### config.mk
export PLATFORM = sky130hd
export DESIGN_NAME = packet_filler_checksum_generator_core
export DESIGN_NICKNAME = d
export VERILOG_FILES = /design/src/hdl/pfcg_pkg.sv /design/src/hdl/pfcg_step.sv /design/src/hdl/packet_filler_checksum_generator_core.sv
export SDC_FILE = /design/constraint.sdc
export NUM_CORES = 1
export LEC_CHECK = 0
export BUFFER_PORTS_ARGS = -buffer_cell sky130_fd_sc_hd__buf_2
export CORE_MARGIN = 2
export CORE_UTILIZATION = 35
export DETAILED_ROUTE_END_ITERATION = 10
export GPL_ROUTABILITY_DRIVEN = 0
export PLACE_DENSITY = 0.6
export SYNTH_ARGS = -nofsm -noshare
export SYNTH_HDL_FRONTEND = slang
export SYNTH_HIERARCHICAL = 1
export SYNTH_SLANG_ARGS = --single-unit
export TNS_END_PERCENT = 30
### constraint.sdc
create_clock -name clk -period 8.7 [get_ports clk]
set_input_delay 0.87 -clock clk [delete_from_list [all_inputs] [get_ports clk]]
set_output_delay 0.87 -clock clk [all_outputs]
set_load 0.01 [all_outputs]
### src/hdl/pfcg_pkg.sv
// Shared types, constants and codes for the packet filler and checksum generator.
package pfcg_pkg;

  // Packet size constants
  localparam int unsigned HEADER_BYTES     = 24;
  localparam int unsigned SEC_HEADER_BYTES = 12;
  localparam int unsigned MAX_DATA_BYTES   = 524288;

  // Field widths
  localparam int unsigned BYTE_W = 8;
  localparam int unsigned CNT_W  = 20;
  localparam int unsigned SUM_W  = 32;
  localparam int unsigned KIND_W = 2;

  // Configuration port widths
  localparam int unsigned CFG_IDX_W  = 2;
  localparam int unsigned CFG_DATA_W = 2;

  // Configuration register indexes
  localparam logic [CFG_IDX_W-1:0] CFG_CHECKSUM_MODE = 2'd0;
  localparam logic [CFG_IDX_W-1:0] CFG_SEC_HEADER_ON = 2'd1;

  // Checksum modes
  typedef enum logic [1:0] {
    MODE_NONE = 2'd0,
    MODE_8    = 2'd1,
    MODE_16   = 2'd2,
    MODE_32   = 2'd3
  } mode_t;

  // Output word kinds
  typedef enum logic [KIND_W-1:0] {
    KIND_PAYLOAD  = 2'd0,
    KIND_FILL     = 2'd1,
    KIND_CHECKSUM = 2'd2
  } kind_t;

  // Pending output work produced by one input word
  typedef struct packed {
    logic              pay;        // payload byte still to send
    logic [BYTE_W-1:0] pay_byte;
    logic [1:0]        fill_left;  // zero filler bytes still to send
    logic [2:0]        cs_left;    // checksum bytes still to send
    logic [SUM_W-1:0]  sum;        // checksum, lowest byte next
    logic [CNT_W-1:0]  plen;       // total packet length
    logic              term;       // work ends the packet
  } job_t;

endpackage

### src/hdl/pfcg_step.sv
// Per-word update of count and sum, and trailer sizing for one input word.
module pfcg_step (
  input  pfcg_pkg::mode_t                mode,
  input  logic                           sec_on,
  input  logic [pfcg_pkg::CNT_W-1:0]     byte_count,
  input  logic [pfcg_pkg::SUM_W-1:0]     running_sum,
  input  logic [pfcg_pkg::BYTE_W-1:0]    data_byte,
  input  logic                           byte_present,
  input  logic                           last_byte,
  output pfcg_pkg::job_t                 job,
  output logic [pfcg_pkg::CNT_W-1:0]     byte_count_next,
  output logic [pfcg_pkg::SUM_W-1:0]     running_sum_next
);

  logic                         took;
  logic [4:0]                   shift;
  logic [pfcg_pkg::SUM_W-1:0]   addend;
  logic [pfcg_pkg::SUM_W-1:0]   sum_add;
  logic [pfcg_pkg::SUM_W-1:0]   sum_mask;
  logic [pfcg_pkg::CNT_W-1:0]   cnt_add;
  logic [2:0]                   csize;
  logic [1:0]                   low;
  logic [1:0]                   fill;
  logic [pfcg_pkg::CNT_W-1:0]   buf_len;
  logic [pfcg_pkg::CNT_W-1:0]   plen;

  // Take the byte unless the packet is already full
  assign took = byte_present &&
                (byte_count < pfcg_pkg::CNT_W'(pfcg_pkg::MAX_DATA_BYTES));

  // Place the byte in its lane of the checksum unit
  always_comb begin
    case (mode)
      pfcg_pkg::MODE_8:  shift = 5'd0;
      pfcg_pkg::MODE_16: shift = {1'b0, byte_count[0], 3'b000};
      default:           shift = {byte_count[1:0], 3'b000};
    endcase
  end

  assign addend  = pfcg_pkg::SUM_W'(data_byte) << shift;
  assign sum_add = running_sum + (took ? addend : '0);
  assign cnt_add = byte_count + pfcg_pkg::CNT_W'(took);

  // Checksum size and mask from the mode
  always_comb begin
    case (mode)
      pfcg_pkg::MODE_NONE: begin
        csize    = 3'd0;
        sum_mask = '0;
      end
      pfcg_pkg::MODE_8: begin
        csize    = 3'd1;
        sum_mask = pfcg_pkg::SUM_W'(32'h0000_00ff);
      end
      pfcg_pkg::MODE_16: begin
        csize    = 3'd2;
        sum_mask = pfcg_pkg::SUM_W'(32'h0000_ffff);
      end
      default: begin
        csize    = 3'd4;
        sum_mask = '1;
      end
    endcase
  end

  // Filler brings payload plus checksum up to 4-byte alignment
  assign low     = cnt_add[1:0] + csize[1:0];
  assign fill    = 2'(2'd0 - low);
  assign buf_len = cnt_add + pfcg_pkg::CNT_W'(csize) + pfcg_pkg::CNT_W'(fill);
  assign plen    = buf_len + pfcg_pkg::CNT_W'(pfcg_pkg::HEADER_BYTES) +
                   (sec_on ? pfcg_pkg::CNT_W'(pfcg_pkg::SEC_HEADER_BYTES) : '0);

  // Assemble the work for this word
  always_comb begin
    job.pay       = took;
    job.pay_byte  = data_byte;
    job.fill_left = last_byte ? fill : 2'd0;
    job.cs_left   = last_byte ? csize : 3'd0;
    job.sum       = sum_add & sum_mask;
    job.plen      = plen;
    job.term      = last_byte;
  end

  // Clear state at the end of a packet
  assign byte_count_next  = last_byte ? '0 : cnt_add;
  assign running_sum_next = last_byte ? '0 : sum_add;

endmodule

### src/hdl/packet_filler_checksum_generator_core.sv
// Top level: payload pass-through with zero filler and checksum trailer.
// Accepted work is registered, and its bytes leave through the output register.
// Throughput: one input word per cycle while payload streams and the output is not stalled;
// a word marked last holds the input until its payload, filler and checksum bytes are all
// sent by the one-byte-per-cycle trailer sequencer, which waits while the output is stalled.
// Reset (rst, synchronous): clears count, sum, pending work, output valid and
// configuration (checksum off, secondary header off).
module packet_filler_checksum_generator_core (
  input  logic                            clk,
  input  logic                            rst,
  // Configuration write channel
  input  logic                            cfg_valid,
  output logic                            cfg_ready,
  input  logic [pfcg_pkg::CFG_IDX_W-1:0]  cfg_index,
  input  logic [pfcg_pkg::CFG_DATA_W-1:0] cfg_data,
  // Input stream
  input  logic                            s_tvalid,
  output logic                            s_tready,
  input  logic [7:0]                      s_tdata,   // [7:0] data_byte
  input  logic [0:0]                      s_tuser,   // [0] byte_present
  input  logic                            s_tlast,   // last_byte
  // Output stream
  output logic                            m_tvalid,
  input  logic                            m_tready,
  output logic [31:0]                     m_tdata,   // [7:0] out_byte, [27:8] packet_length
  output logic [1:0]                      m_tuser,   // [1:0] out_kind
  output logic                            m_tlast    // out_last
);

  pfcg_pkg::mode_t                 mode;
  logic                            sec_on;
  logic [pfcg_pkg::CNT_W-1:0]      byte_count;
  logic [pfcg_pkg::SUM_W-1:0]      running_sum;
  logic [pfcg_pkg::CNT_W-1:0]      byte_count_next;
  logic [pfcg_pkg::SUM_W-1:0]      running_sum_next;
  pfcg_pkg::job_t                  job;
  pfcg_pkg::job_t                  job_new;
  logic [3:0]                      remaining;
  logic                            busy;
  logic                            one_left;
  logic                            adv;
  logic                            in_acc;
  logic [pfcg_pkg::BYTE_W-1:0]     emit_byte;
  pfcg_pkg::kind_t                 emit_kind;
  logic                            emit_last;

  // Configuration registers
  assign cfg_ready = 1'b1;

  always_ff @(posedge clk) begin
    if (rst) begin
      mode   <= pfcg_pkg::MODE_NONE;
      sec_on <= 1'b0;
    end else if (cfg_valid) begin
      if (cfg_index == pfcg_pkg::CFG_CHECKSUM_MODE) begin
        mode <= pfcg_pkg::mode_t'(cfg_data[1:0]);
      end else if (cfg_index == pfcg_pkg::CFG_SEC_HEADER_ON) begin
        sec_on <= cfg_data[0];
      end
    end
  end

  // Per-word arithmetic
  pfcg_step u_step (
    .mode             (mode),
    .sec_on           (sec_on),
    .byte_count       (byte_count),
    .running_sum      (running_sum),
    .data_byte        (s_tdata[7:0]),
    .byte_present     (s_tuser[0]),
    .last_byte        (s_tlast),
    .job              (job_new),
    .byte_count_next  (byte_count_next),
    .running_sum_next (running_sum_next)
  );

  // Sequencer status
  assign remaining = 4'(job.pay) + 4'(job.fill_left) + 4'(job.cs_left);
  assign busy      = (remaining != 4'd0);
  assign one_left  = (remaining == 4'd1);
  assign adv       = busy && (!m_tvalid || m_tready);
  assign s_tready  = !busy || (adv && one_left);
  assign in_acc    = s_tvalid && s_tready;

  // Pick the next byte to send: payload, then filler, then checksum
  always_comb begin
    emit_last = job.term && one_left;
    if (job.pay) begin
      emit_byte = job.pay_byte;
      emit_kind = pfcg_pkg::KIND_PAYLOAD;
    end else if (job.fill_left != 2'd0) begin
      emit_byte = '0;
      emit_kind = pfcg_pkg::KIND_FILL;
    end else begin
      emit_byte = job.sum[7:0];
      emit_kind = pfcg_pkg::KIND_CHECKSUM;
    end
  end

  // Count and sum state
  always_ff @(posedge clk) begin
    if (rst) begin
      byte_count  <= '0;
      running_sum <= '0;
    end else if (in_acc) begin
      byte_count  <= byte_count_next;
      running_sum <= running_sum_next;
    end
  end

  // Load new work on accept, otherwise advance one byte
  always_ff @(posedge clk) begin
    if (rst) begin
      job.pay       <= 1'b0;
      job.fill_left <= 2'd0;
      job.cs_left   <= 3'd0;
      job.term      <= 1'b0;
    end else if (in_acc) begin
      job <= job_new;
    end else if (adv) begin
      if (job.pay) begin
        job.pay <= 1'b0;
      end else if (job.fill_left != 2'd0) begin
        job.fill_left <= job.fill_left - 2'd1;
      end else begin
        job.cs_left <= job.cs_left - 3'd1;
        job.sum     <= job.sum >> 8;
      end
    end
  end

  // Output register
  always_ff @(posedge clk) begin
    if (rst) begin
      m_tvalid <= 1'b0;
    end else if (adv) begin
      m_tvalid <= 1'b1;
    end else if (m_tready) begin
      m_tvalid <= 1'b0;
    end
  end

  always_ff @(posedge clk) begin
    if (adv) begin
      m_tdata <= {4'b0000, (emit_last ? job.plen : {pfcg_pkg::CNT_W{1'b0}}), emit_byte};
      m_tuser <= emit_kind;
      m_tlast <= emit_last;
    end
  end

endmodule

# Yosys cells after proc, flatten, opt, wreduce, memory -nomap -nowiden
# Cells that the tools add are included.
dict set report op_classes {
  addsub 12
  multipliers 0
  div 0
  magnitude_cmp 1
  n_eq_ne 6
  shift 1
  n_mux 21
  n_bitwise 3
  reduce_logical 22
}
# op count
set op_table {}
lappend op_table {{37-bit two-way mux} 3}
lappend op_table {{32-bit case mux with 3 select lines} 1}
lappend op_table {{32-bit two-way mux} 2}
lappend op_table {{35-bit two-way mux} 1}
lappend op_table {{32-bit adder} 1}
lappend op_table {{32-bit bitwise AND} 1}
lappend op_table {{8-bit by 5-bit << shifter with 32-bit output} 1}
lappend op_table {{20-bit by 1-bit adder with 20-bit output} 1}
lappend op_table {{20-bit by 2-bit adder with 20-bit output} 1}
lappend op_table {{20-bit adder} 1}
lappend op_table {{20-bit by 3-bit adder with 20-bit output} 1}
lappend op_table {{20-bit by 5-bit adder with 20-bit output, second input constant} 1}
lappend op_table {{20-bit less-than comparator, second input constant} 1}
lappend op_table {{20-bit two-way mux} 1}
lappend op_table {{8-bit two-way mux} 2}
lappend op_table {{5-bit case mux with 2 select lines} 1}
lappend op_table {{3-bit case mux with 3 select lines} 1}
lappend op_table {{3-bit AND reduction} 3}
lappend op_table {{2-bit nonzero test} 4}
lappend op_table {{2-bit two-way mux} 3}
lappend op_table {{1-bit logical AND} 5}
lappend op_table {{3-bit by 3-bit adder with 4-bit output} 1}
lappend op_table {{2-bit by 1-bit equality test with 1-bit output, second input constant} 2}
lappend op_table {{4-bit by 1-bit equality test with 1-bit output, second input constant} 1}
lappend op_table {{other kinds (18)} 26}
dict set report totals {
  reg_bits 154
  latchBits 0
  ramBits 0
  rom_bits 0
  mem_count 0
}

# Logic depth before layout (Yosys ltp)
dict set report depth {
  depth_word 9
  mapped_depth 19
  mapped_depth_nobuf 18
}

# Cells and area by module
# The synthesis kept the hierarchy.
# module n_inst cells_each area_per_inst_um2
set modules_own_cells {}
lappend modules_own_cells {packet_filler_checksum_generator_core 1 525 5831.8}
lappend modules_own_cells {pfcg_step 1 619 4040.1}

# Worst setup path before layout
# OpenSTA, ideal clock, no wires.
dict set report synth_timing {
  kind {in2reg}
  startpoint {input port s_tuser}
  endpoint {register job[20] (netlist bit) (data pin)}
  setup_ps 262
  arrival_ps 4370
  required_time_ps 8438
  slack_ps 4068
  cell_stages 18
  path_cell_list {nor2b_1 clkbuf_1 ha_1 ha_1 inv_1 fa_1 inv_1 fa_1 inv_1 ha_1 fa_1 a21oi_1 o21ai_0 o21ai_1 a2111oi_4 o211ai_1 a21oi_2 xnor2_1}
}
# item line_no
set synth_rtl {}
lappend synth_rtl {{start: declaration} packet_filler_checksum_generator_core.sv:20} ;# input logic [0:0] s_tuser,
lappend synth_rtl {{end signal: assignment} packet_filler_checksum_generator_core.sv:119} ;# job <= job_new;
lappend synth_rtl {{end: declaration} packet_filler_checksum_generator_core.sv:36} ;# pfcg_pkg::job_t job;

==> impl_metrics.ini <==
[finish]
final_area_um2 = 10900
area_delta_synth_final_pct = 9.98
drive_above_1_share = 0.102
num-nets-final = 1220

[setup_path]
cp_max_fo = 12
crit_path_top_delay_cell = nor2b_1
rr_startpoint = byte_count[19]
crit_path_end_kind = flop
crit_path_end = job[20]
path_delay_family = adder cells
path_cells = buf_2, nor2b_1, ha_1, ha_1, inv_1, fa_1, inv_1, fa_1, inv_1, ha_1, fa_1, a21oi_1, o21ai_0, o21ai_1, a2111oi_4, o211ai_1, a21oi_2, xnor2_1
startpoint = s_tuser
critPathBufInv = 4
slowest_delay_ps = 650
r2r-end = job[20]
crit_cells = 18
path_class = input pin to flop
reg2reg_slack_ps = 3840
rr_worst_depth = 17
cp-start-kind = input pin
cp.arrival_ps = 5280
worstPathRequired_ps = 8890

[synth]
synth-seq-cells = 154
syn_avg_cell_area_um2 = 8.63
yosysSeqAreaShare = 0.405
syn_inst = 1144
synth_area_leaders = edfxtp_1 28%, dfxtp_1 13%, nand2_1 8.7%, ha_1 6.1%, a21oi_1 4.9%
synthFlopType = edfxtp_1
synth_edf_count = 91
synth_top_area_frac = 0.277
synth.distinct_cells = 77
async_flop_share = 0
ys_warn_count = 6
yosysMostFrequentCell = nand2_1
synth_common_cells = 230 x nand2_1, 96 x a21oi_1, 91 x edfxtp_1
synth_area_um2 = 9870
yosys.area.top_type = edfxtp_1

[placement]
hpwl_um = 17200
io_buffers = 51
placed_area_um2 = 10300

[drt]
drt_iter0_drc = 546
dr.pass1.iters = 5
vias = 7915
wirelength_um = 24800
ant_nets = 0
wl_per_cell_um = 16.1
drc = 0
viasPerCell = 5.15

[timing]
slew_violations = 0
rsz0062_at_grt = false
timing.setup.tns_ps = 0
fin_skew_ps = 16.4
max_freq_mhz = 196
tightest_slew_ps = 987
slew_headroom = 0.342
layout_min_cycle_time_ps = 5090
setup_viol = 0
final-hold-violation-count = 0
fin_crit_sh = 0.585

[power]
p_int_mw = 1.67
peakVddDrop_uv = 155
comb_power_share = 0.304
p_leak_nw = 4.22
p_sw_frac = 0.365
powerDensity_nw_per_um2 = 242
p_seq_frac = 0.420
clkPwrFrac = 0.276
switchingPower_mw = 0.959

[die]
die_h_um = 172
rows = 61
core-area_um2 = 27800
die-area_um2 = 29600
initial_core_util = 0.355
ios = 57
dieWidth_um = 172

[clock_network]
path_clk_slew_ps = 70
cts_tree = built
cts_resized = 0
cts_max_level = 4
ctsHoldBuffers = 0
root_buffer = clkbuf_16
clock_sinks = 154
postCtsSetupBuffers = 0
cts_buffer_depth = 2
worstSkewPairLatency_ps = 430
cts-buffers-inserted = 17

[global_routing]
antenna_found_initial = 2
grt_pass1_wl_um = 40400
overflow = 0
grt_pass1_vias = 7621
grt_use_total = 0.174
grt_max_degree = 93

[min_path]
hold_depth = 2
hp-class = flop to flop

[job]
cap_violations = 0

[status]
outcome = finished clean
layer usage:
| layer | share of wire | global-route usage | wire (µm) | up-vias |
|---|---|---|---|---|
| met2 | 0.45 | 0.276 | 11200 | 226 |
| met3 | 0.048 | 0.0300 | 1190 | 29 |
| met1 | 0.48 | 0.237 | 11900 | 3725 |
| met4 | 0.019 | 0.0632 | 474 | 0 |
| li1 | - | - | - | 3935 |
| met5 | 0 | 0 | 0 | - |
metrics by stage:
stage	total power [mW]	hold WS (ps)	utilization	setup WS, ps	std cells
after global placement	1.92	441	0.371	3380	1505
final	2.63	457	0.391	3610	1538
after detailed placement	1.93	446	0.371	3190	1505
after global routing	2.79	482	0.391	3310	1537
after floorplan	1.68	431	-	4070	1147
after CTS	2.66	456	0.391	3650	1537
logic make-up (layout without fill, tap and decap cells):
family                   after synthesis  count (layout)  share of synthesized area
flip-flops                           154             154                      0.405
adder cells (fa/ha/maj)               55              55                     0.0750
buffers and inverters                111             123                     0.0526
XOR/XNOR                              57              57                     0.0506
AND/OR/NAND/NOR                      532             532                      0.261
AO/OA/AOI/OAI                        225             225                      0.148
multiplexers                           7               7                    0.00735
other                                  3               7                    0.00114
power by group through the flow:
stage                     combinational, mW  clock, mW  sequential (mW)
after floorplan                       0.519          0             1.16
after global placement                0.799          0             1.12
after detailed placement              0.806          0             1.12
after CTS                             0.808      0.745             1.11
after global routing                  0.901      0.769             1.12
final                                 0.799      0.726             1.10
registers in the layout, indices dropped and copies added, names as in the netlist:
name,cells
byte_count,20
job,67
m_tdata,28
m_tlast,1
m_tuser,2
m_tvalid,1
mode,2
running_sum,32
sec_on,1
final cells by class:
type | count | area (µm²)
flip-flops and latches | 154 | 3990
well taps | 378 | 473
clock inverters | 14 | 131
clock buffers | 18 | 429
multi-input cells | 882 | 5400
diodes | 1 | 2.50
fillers | 2850 | 16900
inverters | 33 | 124
repair buffers | 58 | 308
worst min-delay path: cells and delay by family (launching register included):
| kind | cells | cell delay [ps] |
|---|---|---|
| AND/OR/NAND/NOR | 1 | 50 |
| flip-flops | 1 | 310 |
| AO/OA/AOI/OAI | 1 | 50 |
worst min path at each step:
stage	startpoint	end	slack (ps)
final	job[0]	job[0]	460
after global routing	job[0]	job[0]	480
after CTS	job[0]	job[0]	460
after detailed placement	job[0]	job[0]	450
after global placement	job[0]	job[0]	440
after floorplan	job[0]	job[0]	430
layout by cell type (no fill, tap or decap), types with 24 or more instances in the layout:
cell type,Yosys,layout
nor2_1,90,88
buf_2,19,51
o21ai_0,27,27
xnor2_1,24,24
inv_1,33,33
a21oi_1,96,96
xor2_1,33,33
ha_1,48,48
edfxtp_1,91,91
dfxtp_1,63,63
and2_1,68,68
nand2_1,230,230
No activity file was read; power rests on OpenSTA's default activity.
